### src/design/multi_mode_counter_display_top_assert.svh
// ----------------------------------------------------------------------------
// Assertion macros for the multi-mode counter display
// Immediate-style wrappers around concurrent properties, removable with
// ASSERT_OFF.
// ----------------------------------------------------------------------------
`ifndef MULTI_MODE_COUNTER_DISPLAY_TOP_ASSERT_SVH
`define MULTI_MODE_COUNTER_DISPLAY_TOP_ASSERT_SVH

`ifndef ASSERT_OFF

// antecedent implies consequent in the same cycle
`define MMCD_ASSERT_SAME(label, clk, rst, ante, cons) \
   label: assert property (@(posedge clk) disable iff (rst) (ante) |-> (cons)) \
      else $error("%m: check failed");

// antecedent implies consequent in the next cycle
`define MMCD_ASSERT_NEXT(label, clk, rst, ante, cons) \
   label: assert property (@(posedge clk) disable iff (rst) (ante) |=> (cons)) \
      else $error("%m: check failed");

`else

`define MMCD_ASSERT_SAME(label, clk, rst, ante, cons)
`define MMCD_ASSERT_NEXT(label, clk, rst, ante, cons)

`endif

`endif

### src/design/mmcd_pkg.sv
// ----------------------------------------------------------------------------
// Multi-mode counter display package
// Shared types, register map, mode codes and segment tables.
// ----------------------------------------------------------------------------
package mmcd_pkg;

   localparam int COUNT_W  = 10;
   localparam int PERIOD_W = 17;
   localparam int HOLDCFG_W = 20;
   localparam int SEG_W    = 7;
   localparam int MODE_W   = 2;
   localparam int CSR_ADDR_W = 5;
   localparam int CSR_DATA_W = 32;
   localparam int CMP_W    = 32;

   localparam logic [MODE_W-1:0] MODE_MANUAL = 2'd1;
   localparam logic [MODE_W-1:0] MODE_AUTO   = 2'd2;
   localparam logic [MODE_W-1:0] MODE_READ   = 2'd3;

   localparam logic [COUNT_W-1:0] AUTO_WRAP = 10'd101;
   localparam logic [COUNT_W-1:0] AUTO_TOP  = 10'd100;

   // reset values of the configuration registers
   localparam logic [COUNT_W-1:0]   RST_MIN_COUNT     = 10'd0;
   localparam logic [COUNT_W-1:0]   RST_MAX_COUNT     = 10'd100;
   localparam logic [PERIOD_W-1:0]  RST_REPEAT_PERIOD = 17'd10000;
   localparam logic [PERIOD_W-1:0]  RST_AUTO_PERIOD   = 17'd100000;
   localparam logic [HOLDCFG_W-1:0] RST_LONG_HOLD     = 20'd10000;
   localparam logic [HOLDCFG_W-1:0] RST_SHORT_HOLD    = 20'd100;

   // n/10 as (n*205)>>11, exact for n below 1029
   localparam int DIV10_MUL   = 205;
   localparam int DIV10_SHIFT = 11;
   localparam int RADIX       = 10;

   // active-low codes, bit0 = a .. bit6 = g
   localparam logic [SEG_W-1:0] SEG_CODE [10] = '{
      7'h40, 7'h79, 7'h24, 7'h30, 7'h19, 7'h12, 7'h02, 7'h78, 7'h00, 7'h18
   };

   typedef enum logic [2:0] {
      REG_MIN_COUNT     = 3'd0,
      REG_MAX_COUNT     = 3'd1,
      REG_REPEAT_PERIOD = 3'd2,
      REG_AUTO_PERIOD   = 3'd3,
      REG_LONG_HOLD     = 3'd4,
      REG_SHORT_HOLD    = 3'd5
   } reg_index_type;

   typedef struct packed {
      logic [COUNT_W-1:0]   min_count;
      logic [COUNT_W-1:0]   max_count;
      logic [PERIOD_W-1:0]  repeat_period;
      logic [PERIOD_W-1:0]  auto_period;
      logic [HOLDCFG_W-1:0] long_hold;
      logic [HOLDCFG_W-1:0] short_hold;
   } cfg_type;

   typedef struct packed {
      logic               inc_pressed;
      logic               dec_pressed;
      logic               mode_pressed;
      logic               master_pressed;
      logic [COUNT_W-1:0] reading;
   } item_type;

   typedef struct packed {
      logic [MODE_W-1:0]  mode_now;
      logic [COUNT_W-1:0] shown_value;
      logic [SEG_W-1:0]   seg_units;
      logic [SEG_W-1:0]   seg_tens;
      logic [SEG_W-1:0]   seg_hundreds;
   } result_type;

endpackage

### src/design/mmcd_csr.sv
// ----------------------------------------------------------------------------
// Configuration register file
// APB-style write/read access to the six limit and period registers.
// ----------------------------------------------------------------------------
module mmcd_csr import mmcd_pkg::*; (
   input  logic                  clock,
   input  logic                  reset,
   input  logic                  csr_psel,
   input  logic                  csr_penable,
   input  logic                  csr_pwrite,
   input  logic [CSR_ADDR_W-1:0] csr_paddr,
   input  logic [CSR_DATA_W-1:0] csr_pwdata,
   output logic [CSR_DATA_W-1:0] csr_prdata,
   output logic                  csr_pready,
   output cfg_type               cfg
);

   cfg_type       cfg_ff;
   logic          wr_en;
   reg_index_type reg_idx;

   assign csr_pready = 1'b1;
   assign wr_en      = csr_psel && csr_penable && csr_pwrite;
   assign reg_idx    = reg_index_type'(csr_paddr[CSR_ADDR_W-1:2]);
   assign cfg        = cfg_ff;

   always_ff @(posedge clock) begin
      if (reset) begin
         cfg_ff.min_count     <= RST_MIN_COUNT;
         cfg_ff.max_count     <= RST_MAX_COUNT;
         cfg_ff.repeat_period <= RST_REPEAT_PERIOD;
         cfg_ff.auto_period   <= RST_AUTO_PERIOD;
         cfg_ff.long_hold     <= RST_LONG_HOLD;
         cfg_ff.short_hold    <= RST_SHORT_HOLD;
      end else if (wr_en) begin
         unique case (reg_idx)
            REG_MIN_COUNT:     cfg_ff.min_count     <= csr_pwdata[COUNT_W-1:0];
            REG_MAX_COUNT:     cfg_ff.max_count     <= csr_pwdata[COUNT_W-1:0];
            REG_REPEAT_PERIOD: cfg_ff.repeat_period <= csr_pwdata[PERIOD_W-1:0];
            REG_AUTO_PERIOD:   cfg_ff.auto_period   <= csr_pwdata[PERIOD_W-1:0];
            REG_LONG_HOLD:     cfg_ff.long_hold     <= csr_pwdata[HOLDCFG_W-1:0];
            REG_SHORT_HOLD:    cfg_ff.short_hold    <= csr_pwdata[HOLDCFG_W-1:0];
            default: ;
         endcase
      end
   end

   always_comb begin
      unique case (reg_idx)
         REG_MIN_COUNT:     csr_prdata = CSR_DATA_W'(cfg_ff.min_count);
         REG_MAX_COUNT:     csr_prdata = CSR_DATA_W'(cfg_ff.max_count);
         REG_REPEAT_PERIOD: csr_prdata = CSR_DATA_W'(cfg_ff.repeat_period);
         REG_AUTO_PERIOD:   csr_prdata = CSR_DATA_W'(cfg_ff.auto_period);
         REG_LONG_HOLD:     csr_prdata = CSR_DATA_W'(cfg_ff.long_hold);
         REG_SHORT_HOLD:    csr_prdata = CSR_DATA_W'(cfg_ff.short_hold);
         default:           csr_prdata = '0;
      endcase
   end

endmodule

### src/design/mmcd_seg.sv
// ----------------------------------------------------------------------------
// Three-digit seven-segment decoder
// Splits a 10-bit value into decimal digits and maps each to its segments.
// ----------------------------------------------------------------------------
module mmcd_seg import mmcd_pkg::*; (
   input  logic [COUNT_W-1:0] value,
   output logic [SEG_W-1:0]   seg_units,
   output logic [SEG_W-1:0]   seg_tens,
   output logic [SEG_W-1:0]   seg_hundreds
);

   logic [17:0]        prod10;
   logic [6:0]         q10;
   logic [14:0]        prod100;
   logic [3:0]         q100;
   logic [COUNT_W-1:0] q10_x10;
   logic [6:0]         q100_x10;
   logic [3:0]         units;
   logic [3:0]         tens;
   logic [3:0]         hundreds;

   // reciprocal multiply, one shift-add network per digit split
   assign prod10   = 18'(value) * 18'(DIV10_MUL);
   assign q10      = 7'(prod10 >> DIV10_SHIFT);
   assign prod100  = 15'(q10) * 15'(DIV10_MUL);
   assign q100     = 4'(prod100 >> DIV10_SHIFT);

   assign q10_x10  = COUNT_W'(q10) * COUNT_W'(RADIX);
   assign q100_x10 = 7'(q100) * 7'(RADIX);
   assign units    = 4'(value - q10_x10);
   assign tens     = 4'(q10 - q100_x10);
   // values of 1000 and up wrap the hundreds digit
   assign hundreds = (q100 >= 4'(RADIX)) ? 4'(q100 - 4'(RADIX)) : q100;

   assign seg_units    = SEG_CODE[units];
   assign seg_tens     = SEG_CODE[tens];
   assign seg_hundreds = SEG_CODE[hundreds];

endmodule

### src/design/mmcd_core.sv
// ----------------------------------------------------------------------------
// Counter core
// Mode, count, timer and hold state with the per-transaction update.
// ----------------------------------------------------------------------------
`include "multi_mode_counter_display_top_assert.svh"

module mmcd_core import mmcd_pkg::*; #(
   parameter int TIMER_BITS = 17,
   parameter int HOLD_BITS  = 20
) (
   input  logic       clock,
   input  logic       reset,
   input  logic       step,
   input  item_type   item,
   input  cfg_type    cfg,
   output result_type result
);

   localparam logic [TIMER_BITS-1:0] TIMER_MAX = '1;
   localparam logic [HOLD_BITS-1:0]  HOLD_MAX  = '1;

   logic [MODE_W-1:0]     mode_ff,  mode_in;
   logic [COUNT_W-1:0]    count_ff, count_in;
   logic [TIMER_BITS-1:0] timer_ff, timer_in;
   logic [HOLD_BITS-1:0]  hold_ff,  hold_in;
   logic [COUNT_W-1:0]    shown;
   logic                  is_manual;

   // display reflects the state before this transaction's update
   assign shown     = (mode_ff == MODE_READ) ? item.reading : count_ff;
   assign is_manual = (mode_ff != MODE_AUTO) && (mode_ff != MODE_READ);

   mmcd_seg u_seg (
      .value        (shown),
      .seg_units    (result.seg_units),
      .seg_tens     (result.seg_tens),
      .seg_hundreds (result.seg_hundreds)
   );

   assign result.mode_now    = mode_ff;
   assign result.shown_value = shown;

   always_comb begin
      mode_in  = mode_ff;
      count_in = count_ff;
      timer_in = timer_ff;
      hold_in  = hold_ff;

      // manual stepping, inc then dec
      if (is_manual && (CMP_W'(timer_ff) >= CMP_W'(cfg.repeat_period))) begin
         if (item.inc_pressed) begin
            count_in = (count_in >= cfg.max_count) ? cfg.min_count : count_in + 10'd1;
            timer_in = '0;
         end
         if (item.dec_pressed) begin
            count_in = (count_in <= cfg.min_count) ? cfg.max_count : count_in - 10'd1;
            timer_in = '0;
         end
      end

      // mode button: count while held, judge the hold when released
      if (item.mode_pressed) begin
         if (hold_ff != HOLD_MAX) begin
            hold_in = hold_ff + 1'b1;
         end
      end else if (CMP_W'(hold_ff) >= CMP_W'(cfg.long_hold)) begin
         hold_in  = '0;
         count_in = '0;
         timer_in = '0;
         mode_in  = (mode_ff == MODE_READ) ? MODE_MANUAL : mode_ff + 2'd1;
      end else if ((CMP_W'(hold_ff) >= CMP_W'(cfg.short_hold)) && (hold_ff != '0)) begin
         hold_in  = '0;
         count_in = '0;
      end

      // auto increment sees the state after the button update
      if (mode_ff == MODE_AUTO) begin
         if (CMP_W'(timer_in) >= CMP_W'(cfg.auto_period)) begin
            count_in = count_in + 10'd1;
            timer_in = '0;
            if (count_in >= AUTO_WRAP) begin
               count_in = '0;
            end
         end
      end

      if (mode_ff != MODE_READ) begin
         timer_in = (timer_in == TIMER_MAX) ? timer_in : timer_in + 1'b1;
      end

      if (item.master_pressed) begin
         mode_in  = MODE_MANUAL;
         count_in = '0;
      end
   end

   always_ff @(posedge clock) begin
      if (reset) begin
         mode_ff  <= MODE_MANUAL;
         count_ff <= '0;
         timer_ff <= '0;
         hold_ff  <= '0;
      end else if (step) begin
         mode_ff  <= mode_in;
         count_ff <= count_in;
         timer_ff <= timer_in;
         hold_ff  <= hold_in;
      end
   end

   `MMCD_ASSERT_SAME(a_auto_count_range, clock, reset, mode_ff == MODE_AUTO, count_ff <= AUTO_TOP)
   `MMCD_ASSERT_NEXT(a_master_clears, clock, reset, step && item.master_pressed, (mode_ff == MODE_MANUAL) && (count_ff == '0))
   `MMCD_ASSERT_NEXT(a_hold_saturates, clock, reset, step && item.mode_pressed && (hold_ff == HOLD_MAX), hold_ff == HOLD_MAX)

endmodule

### src/design/multi_mode_counter_display_top.sv
// ----------------------------------------------------------------------------
// Multi-mode counter display, top level
// Counter with manual, automatic and reading modes driving three digits.
// ----------------------------------------------------------------------------
// One transaction is one time tick of button levels plus a reading. The block
// accepts a transaction every clock cycle while the result side does not stall
// and returns exactly one result per transaction, held first in the input
// register and then in the result register. The whole state update (step,
// button judgment, auto increment, timer) is combinational logic closed on
// the core state registers, which sets the one-per-cycle rate.
// The result shows the mode and value in force before that tick's update.
// Configuration registers sit at byte addresses 0, 4, .. 20; the user must
// write them only while no transaction is in flight; nothing here enforces it.
`include "multi_mode_counter_display_top_assert.svh"

module multi_mode_counter_display_top import mmcd_pkg::*; #(
   parameter int TIMER_BITS = 17,
   parameter int HOLD_BITS  = 20
) (
   input  logic                  clock,
   input  logic                  reset,

   input  logic                  req_valid,
   output logic                  req_stall,
   input  logic                  req_inc_pressed,
   input  logic                  req_dec_pressed,
   input  logic                  req_mode_pressed,
   input  logic                  req_master_pressed,
   input  logic [COUNT_W-1:0]    req_reading,

   output logic                  rsp_valid,
   input  logic                  rsp_stall,
   output logic [MODE_W-1:0]     rsp_mode_now,
   output logic [COUNT_W-1:0]    rsp_shown_value,
   output logic [SEG_W-1:0]      rsp_seg_units,
   output logic [SEG_W-1:0]      rsp_seg_tens,
   output logic [SEG_W-1:0]      rsp_seg_hundreds,

   input  logic                  csr_psel,
   input  logic                  csr_penable,
   input  logic                  csr_pwrite,
   input  logic [CSR_ADDR_W-1:0] csr_paddr,
   input  logic [CSR_DATA_W-1:0] csr_pwdata,
   output logic [CSR_DATA_W-1:0] csr_prdata,
   output logic                  csr_pready
);

   cfg_type    cfg;
   item_type   in_item_ff;
   logic       in_valid_ff, in_valid_in;
   result_type core_result;
   result_type rsp_ff;
   logic       rsp_valid_ff, rsp_valid_in;
   logic       accept;
   logic       advance;
   logic       step;

   mmcd_csr u_csr (
      .clock       (clock),
      .reset       (reset),
      .csr_psel    (csr_psel),
      .csr_penable (csr_penable),
      .csr_pwrite  (csr_pwrite),
      .csr_paddr   (csr_paddr),
      .csr_pwdata  (csr_pwdata),
      .csr_prdata  (csr_prdata),
      .csr_pready  (csr_pready),
      .cfg         (cfg)
   );

   // result register frees up when empty or being taken
   assign advance   = !rsp_valid_ff || !rsp_stall;
   assign step      = in_valid_ff && advance;
   assign req_stall = in_valid_ff && !advance;
   assign accept    = req_valid && !req_stall;

   assign in_valid_in  = accept || (in_valid_ff && !advance);
   assign rsp_valid_in = advance ? in_valid_ff : rsp_valid_ff;

   mmcd_core #(
      .TIMER_BITS (TIMER_BITS),
      .HOLD_BITS  (HOLD_BITS)
   ) u_core (
      .clock  (clock),
      .reset  (reset),
      .step   (step),
      .item   (in_item_ff),
      .cfg    (cfg),
      .result (core_result)
   );

   always_ff @(posedge clock) begin
      if (reset) begin
         in_valid_ff  <= 1'b0;
         rsp_valid_ff <= 1'b0;
      end else begin
         in_valid_ff  <= in_valid_in;
         rsp_valid_ff <= rsp_valid_in;
      end
   end

   always_ff @(posedge clock) begin
      if (accept) begin
         in_item_ff.inc_pressed    <= req_inc_pressed;
         in_item_ff.dec_pressed    <= req_dec_pressed;
         in_item_ff.mode_pressed   <= req_mode_pressed;
         in_item_ff.master_pressed <= req_master_pressed;
         in_item_ff.reading        <= req_reading;
      end
      if (step) begin
         rsp_ff <= core_result;
      end
   end

   assign rsp_valid        = rsp_valid_ff;
   assign rsp_mode_now     = rsp_ff.mode_now;
   assign rsp_shown_value  = rsp_ff.shown_value;
   assign rsp_seg_units    = rsp_ff.seg_units;
   assign rsp_seg_tens     = rsp_ff.seg_tens;
   assign rsp_seg_hundreds = rsp_ff.seg_hundreds;

   `MMCD_ASSERT_SAME(a_rsp_mode_legal, clock, reset, rsp_valid_ff, rsp_ff.mode_now != 2'd0)
   `MMCD_ASSERT_NEXT(a_step_fills_rsp, clock, reset, step, rsp_valid_ff)
   `MMCD_ASSERT_NEXT(a_held_input_kept, clock, reset, in_valid_ff && !advance, in_valid_ff)

endmodule
### config.mk
export PLATFORM = sky130hd
export DESIGN_NAME = multi_mode_counter_display_top
export DESIGN_NICKNAME = d
export VERILOG_FILES = /design/src/design/mmcd_pkg.sv /design/src/design/mmcd_csr.sv /design/src/design/mmcd_seg.sv /design/src/design/mmcd_core.sv /design/src/design/multi_mode_counter_display_top.sv
export VERILOG_INCLUDE_DIRS = /design/src /design/src/design
export SDC_FILE = /design/constraint.sdc
export NUM_CORES = 1
export LEC_CHECK = 0
export ABC_CLOCK_PERIOD_IN_PS = 11870
export BUFFER_PORTS_ARGS = -buffer_cell sky130_fd_sc_hd__buf_2
export CORE_UTILIZATION = 47
export DETAILED_ROUTE_END_ITERATION = 10
export PLACE_DENSITY_LB_ADDON = 0.2
export SYNTH_ARGS = -nofsm -noshare
export SYNTH_HDL_FRONTEND = slang
export SYNTH_SLANG_ARGS = --single-unit
### constraint.sdc
create_clock -name clock -period 11.87 [get_ports clock]
set_input_delay 2.374 -clock clock [delete_from_list [all_inputs] [get_ports clock]]
set_output_delay 2.374 -clock clock [all_outputs]
set_load 0.03 [all_outputs]
### After elaboration in Yosys (flattened, before gate mapping)

Memories as Yosys holds them, arrays and structs flattened. A register that Yosys moved wholly into a read port is not among the register bits.
Index checks and enable logic that the tools add are counted.

| storage, ports and cells | value |
|---|---|
| flip-flop bits (word level) | 171 |
| memory bits (read-only) | 336 |
| bits of input ports | 58 |
| output and inout port bits | 68 |
| word-level logic and storage cells | 118 |
| memories kept | 3 |

Memories:

| name | words | bits a word | rd ports | clocked after memory_dff | write ports | line | RTL |
|---|---|---|---|---|---|---|---|
| (name not given) | 16 | 7 | 1 | 1 | 0 | mmcd_seg.sv:37 | `assign seg_hundreds = SEG_CODE[hundreds];` |
| (name not given) | 16 | 7 | 1 | 1 | 0 | mmcd_seg.sv:36 | `assign seg_tens = SEG_CODE[tens];` |
| (name not given) | 16 | 7 | 1 | 1 | 0 | mmcd_seg.sv:35 | `assign seg_units = SEG_CODE[units];` |

| operators by class | value |
|---|---|
| add/subtract/negate cells | 9 |
| multipliers | 4 |
| $lt $le $gt $ge | 8 |
| eq/ne operators | 13 |
| muxes and demuxes | 33 |
| bitwise operators | 3 |
| reductions and logical operators | 26 |

Operators with widths:

| operator | number |
|---|---|
| $mux W17 | 9 |
| $mux W10 | 14 |
| $pmux W20 S6 | 1 |
| $mux W20 | 4 |
| $ge A20 B20 Y1 | 2 |
| $ge A17 B17 Y1 | 2 |
| $add A10 B1 Y10 const B | 2 |
| $add A20 B1 Y20 const B | 1 |
| $ne A20 B20 Y1 const B | 1 |
| $reduce_bool A20 Y1 | 1 |
| $mul A10 B8 Y18 const B | 1 |
| $add A17 B1 Y17 const B | 1 |
| $eq A17 B17 Y1 const B | 1 |
| $mul A7 B8 Y15 const B | 1 |
| $not A4 Y5 | 3 |
| $reduce_and A2 Y1 | 6 |
| $ge A10 B10 Y1 | 1 |
| $ge A10 B7 Y1 const B | 1 |
| $le A10 B10 Y1 | 1 |
| $sub A10 B1 Y10 const B | 1 |
| $logic_and A1 B1 Y1 | 8 |
| $mux W2 | 4 |
| $sub A4 B4 Y4 | 2 |
| $mul A7 B3 Y3 const B | 1 |
| other kinds (17) | 27 |

### Longest topological paths before layout

| depth | value |
|---|---|
| depth in word-level cells | 17 |
| gate-level depth with buffers | 46 |
| gate-level depth less buffers | 45 |

### Cells and area by module

A second synthesis with hierarchy kept.

| unflattened totals | value |
|---|---|
| cell total of the unflattened synthesis | 1849 |
| area, all modules | 15748.9 um^2 |

By module, submodules not included:

| module | instances | cells each | area an instance (um^2) | sequential area each (um^2) |
|---|---|---|---|---|
| mmcd_core | 1 | 892 | 6401.1 | 980.9 |
| mmcd_csr | 1 | 520 | 4573.1 | 1881.8 |
| mmcd_seg | 1 | 380 | 3276.9 | 0.0 |
| multi_mode_counter_display_top | 1 | 57 | 1497.7 | 1451.4 |

### Least setup slack after synthesis

Ideal clock, no wire load.

| timing path | value |
|---|---|
| path kind | register -> register |
| from | register u_core.mode_ff[0] |
| to | register rsp_seg_tens[1] (netlist name) |
| library setup time | 0.255 ns |
| arrival time | 9.443 ns |
| data required time | 11.615 ns |
| slack | 2.173 ns |
| cell stages (with the launch flop) | 41 |
| buffers on the path | 2 |
| clock period less this slack | 9.697 ns |
| cells stage by stage | dfxtp_1 -> ha_1 -> clkbuf_1 -> buf_1 -> mux2_2 -> ha_1 -> inv_1 -> fa_1 -> inv_1 -> fa_1 -> fa_1 -> ha_1 -> a2111oi_0 -> o21ai_0 -> a31oi_1 -> o2111ai_1 -> nand2_1 -> a21o_1 -> (+5 left out) -> inv_1 -> fa_1 -> inv_1 -> ha_1 -> nand2_1 -> nor2_1 -> o21ai_0 -> nand2b_1 -> a21oi_1 -> o21ai_0 -> nor2_1 -> xnor2_1 -> ha_1 -> fa_1 -> xor2_1 -> xnor2_1 -> nor2_1 -> and2_1 |

RTL lines:

| element | line | RTL |
|---|---|---|
| start: declaration | mmcd_core.sv:22 | `logic [MODE_W-1:0] mode_ff, mode_in;` |
| start signal: assignment | mmcd_core.sv:104 | `mode_ff <= mode_in;` |

==> reports/qor_table.md <==
| Item | This run | Unit |
|:---|:---|:---|
| Maximum fanout encountered on the critical timing path | 16 | - |
| Worst hold stages | 2 | - |
| GRT Total Usage | 25.71 | % |
| End point of the worst hold path | u_csr.cfg[42]$_SDFFE_PP0P_ | - |
| Slew of the pin with the lowest slew margin | 1.229 | ns |
| Final-report max-slew violation count | 0 | - |
| Multi-input gate area | 9324 | um2 |
| Total global routing overflow | 0 | - |
| Crit share post-route | 92.74 | % |
| Storage element area | 4314 | um2 |
| Post-synth EDFFs | 47 | - |
| Worst reg2reg path depth | 40 | - |
| Maximum count of clock buffers along a single path | 2 | - |
| Count of filler cells inserted in the layout | 2918 | - |
| Worst reg2reg setup slack | 0.86 | ns |
| Insertion delay to the later sink of the worst-skew pair | 0.46 | ns |
| Required time at the endpoint of the critical path | 12.03 | ns |
| Cell family with most CP delay | adder cells | - |
| IO Count | 126 | - |
| Cells taking the most area after synthesis | dfxtp_1 (20%), ha_1 (17%), edfxtp_1 (9.6%) | - |
| Number of warning messages in the yosys log | 0 | - |
| Primary FF master, synth | dfxtp_1 | - |
| Number of nets with antenna violations after detailed routing | 0 | - |
| Sinks on Clock Net | 192 | - |
| Worst clock skew on the final layout | 0.01843 | ns |
| Worst hold margin | 0.4721 | ns |
| Antenna violations before repair | 0 | - |
| Highest clock rate | 90.84 | MHz |
| Clock transition at the registers of the reported paths | 0.07 | ns |
| Global-route wire length before repair | 63470 | um |
| Number of global-route vias before repair | 12020 | - |
| Outcome | finished, final reports clean | - |
| Sequential fraction of the synthesis area | 29.33 | % |
| Cell Area, Synth | 14710 | um2 |
| Buffers added on ports | 98 | - |
| Critical Path Source Type | flop | - |
| VDD IR max | 0.0001059 | V |
| Yosys top cell area share | 19.73 | % |
| Cells after Synth | 1762 | - |
| Root cell of the clock tree | clkbuf_16 | - |
| Floorplan core area | 30670 | um2 |
| Total number of placement rows | 64 | - |
| Post-CTS resize count | 0 | - |
| Final wirelength | 39960 | um |
| Arrival time at the worst endpoint | 11.17 | ns |
| FF-to-FF End | rsp_seg_tens[4]$_DFFE_PP_ | - |
| Final Hold Vio Count | 0 | - |
| Worst hold path type | flop to flop | - |
| Level count of the clock H-tree | 4 | - |
| Pleak | 7.353 | nW |
| Critical Path Sink Type | flop | - |
| Starting density of the core | 47.96 | % |
| DIE WIDTH | 178.9 | um |
| Library cell occupying the most area in the post-synthesis netlist | dfxtp_1 | - |
| Post-layout utilization of the core | 52.47 | % |
| Source of the worst hold timing path | u_csr.cfg[42]$_SDFFE_PP0P_ | - |
| Hold buffer count at cts | 0 | - |
| Overall power after layout | 1.423 | mW |
| Flip-flop and latch count after synthesis | 192 | - |
| Worst max-slew margin expressed relative to the limit | 18.05 | % |
| Final setup TNS | 0 | ns |
| Average detailed-routed wire length per instance | 17.95 | um |
| Share of flip-flops with an asynchronous set or reset | 0 | % |
| RSZ-0062 raised after global routing | no | - |
| Origin of the critical flop-to-flop path | u_core.mode_ff[0]$_SDFFE_PP1P_ | - |
| Master of the slowest instance on the critical path | xnor2_1 | - |
| Design Area, Final | 16090 | um2 |
| Number of buffers added by the clock tree synthesis step | 17 | - |
| Ratio of cells with drive above 1 in the final layout | 9.781 | % |
| Gpl congestion | 0.9087 | - |
| Post-CTS setup buffer count | 0 | - |
| Detail Placement HPWL | 29870 | um |
| Final critical delay including setup and external delays | 11.01 | ns |
| DIE AREA | 32010 | um2 |
| Worst setup path category | flop to flop | - |
| Drc violations | 0 | - |
| Maximum Capacitance Violations | 0 | - |
| Number of nets in the layout | 2102 | - |
| Largest net degree at the start of global routing | 100 | - |
| Syn Area/Cell | 8.349 | um2 |
| Detailed router's first-iteration violation count | 972 | - |
| Height of the die | 178.9 | um |
| Number of inserted diodes | 0 | - |
| Total placed instance area | 15490 | um2 |
| Power density over the cells | 88.40 | nW/um2 |
| First-pass DRT Iterations | 6 | - |
| Detailed-route via count | 12770 | - |
| Layout overhead on the synthesized area | 9.398 | % |
| Number of distinct library cells after synthesis | 83 | - |
| Worst stage delay on the critical path | 0.71 | ns |
| Count of final setup violators | 0 | - |
| Crit path buf inv count | 7 | - |
| TritonCTS clock tree | done | - |
| Avg Vias per Cell | 5.736 | - |
-- registers in the layout, summed over array words and instances, names as in the netlist --
signal / flops
in_item_ff: 14
in_valid_ff: 1
rsp_mode_now: 2
rsp_seg_hundreds: 7
rsp_seg_tens: 7
rsp_seg_units: 7
rsp_shown_value: 10
rsp_valid: 1
u_core.count_ff: 10
u_core.hold_ff: 20
u_core.mode_ff: 2
u_core.timer_ff: 17
u_csr.cfg: 94
-- layer usage --
layer  global-route usage [%]  vias up  wire (um)
met5                        0        -          0
met4                    8.263        0        978
met3                    4.580       60       2062
met2                    41.23      350      18320
met1                    34.81     6071      18600
li1                         -     6287          -
-- worst reg2reg max path, delay by kind of cell (launching register included) --
kind,cells,cell delay (ns)
AO/OA/AOI/OAI,7,1.48
AND/OR/NAND/NOR,7,0.72
multiplexers,2,0.65
adder cells (fa/ha/maj),13,5.13
buffers and inverters,7,0.54
XOR/XNOR,4,1.81
flip-flops,1,0.40
-- worst max path at each step --
| stage | startpoint | slack [ns] | cells after the start | end |
|---|---|---|---|---|
| 3_5_place_dp | u_core.mode_ff[0]$_SDFFE_PP1P_ | 0.95 | 41 | rsp_seg_tens[4]$_DFFE_PP_ |
| 5_1_grt | u_core.mode_ff[0]$_SDFFE_PP1P_ | 0.12 | 41 | rsp_seg_tens[4]$_DFFE_PP_ |
| 4_1_cts | u_core.mode_ff[0]$_SDFFE_PP1P_ | 0.89 | 40 | rsp_seg_tens[4]$_DFFE_PP_ |
| 3_3_place_gp | u_core.mode_ff[0]$_SDFFE_PP1P_ | 1.27 | 43 | rsp_seg_hundreds[6]$_SDFFCE_PP0P_ |
| 2_1_floorplan | u_core.mode_ff[0]$_SDFFE_PP1P_ | 2.17 | 40 | rsp_seg_tens[1]$_SDFFCE_PP0P_ |
| 6_report | u_core.mode_ff[0]$_SDFFE_PP1P_ | 0.86 | 40 | rsp_seg_tens[4]$_DFFE_PP_ |
-- Yosys cell counts (all sizes together), types with 7 or more instances --
cell	count
o211ai	27
inv	200
nor2	142
buf	30
dfxtp	145
and2	8
o22ai	18
o221ai	7
o21a	9
a211oi	21
mux2	8
clkbuf	57
a221oi	9
mux2i	58
and3	33
nand3	37
nand2b	14
xor2	23
xnor2	22
a21oi	125
ha	202
or3	12
a21o	12
a31oi	14
or4	7
nand2	217
nor4	21
fa	25
nor3	20
a32o	7
edfxtp	47
nand4	26
o21ai	54
nor2b	19
-- cell usage in the layout, fill, tap and decap left out, types with 16 or more instances in the layout --
cell type	instances
a211oi_1	19
a21oi_1	125
and3_1	33
buf_2	97
clkbuf_16	18
dfxtp_1	145
edfxtp_1	47
fa_1	25
ha_1	202
inv_1	197
mux2i_1	58
nand2_1	217
nand3_1	37
nand4_1	26
nor2_1	142
nor2b_1	19
nor3_1	17
nor4_1	16
o211ai_1	27
o21ai_0	51
o22ai_1	18
xnor2_1	22
xor2_1	23
-- final cells by class --
class                           count  share of cell area, %
Sequential cell                   192                  26.81
Multi-Input combinational cell   1293                  57.94
Tap cell                          396                  3.079
Timing Repair Buffer              112                  3.716
Inverter                          201                  4.688
Clock buffer                       20                  2.908
Clock inverter                     12                 0.8630
-- metrics by stage --
| step | cells | worst slack [ns] |
|---|---|---|
| after global placement | 2194 | 1.265 |
| after detailed placement | 2194 | 0.9544 |
| final | 2226 | 0.8615 |
| after global routing | 2226 | 0.1233 |
| after CTS | 2226 | 0.8866 |
| after floorplan | 1773 | 2.173 |
-- power breakdown --
part	switching, mW	internal (mW)
clock	0.296	0.317
sequential	0.00830	0.679
combinational	0.0877	0.0337
total	0.392	1.03
-- logic make-up (layout without fill, tap and decap cells) --
| logic type | after synthesis | in the layout | synth area share [%] |
|---|---|---|---|
| compound gates | 367 | 367 | 16.56 |
| xor+xnor | 46 | 46 | 2.841 |
| fa+ha+maj | 227 | 227 | 20.58 |
| buf+inv | 288 | 345 | 7.800 |
| flops | 192 | 192 | 29.33 |
| mux | 66 | 66 | 4.559 |
| other cells | 2 | 13 | 0.05105 |
| simple gates | 574 | 574 | 18.28 |
Power figures use the tool's default switching activity.
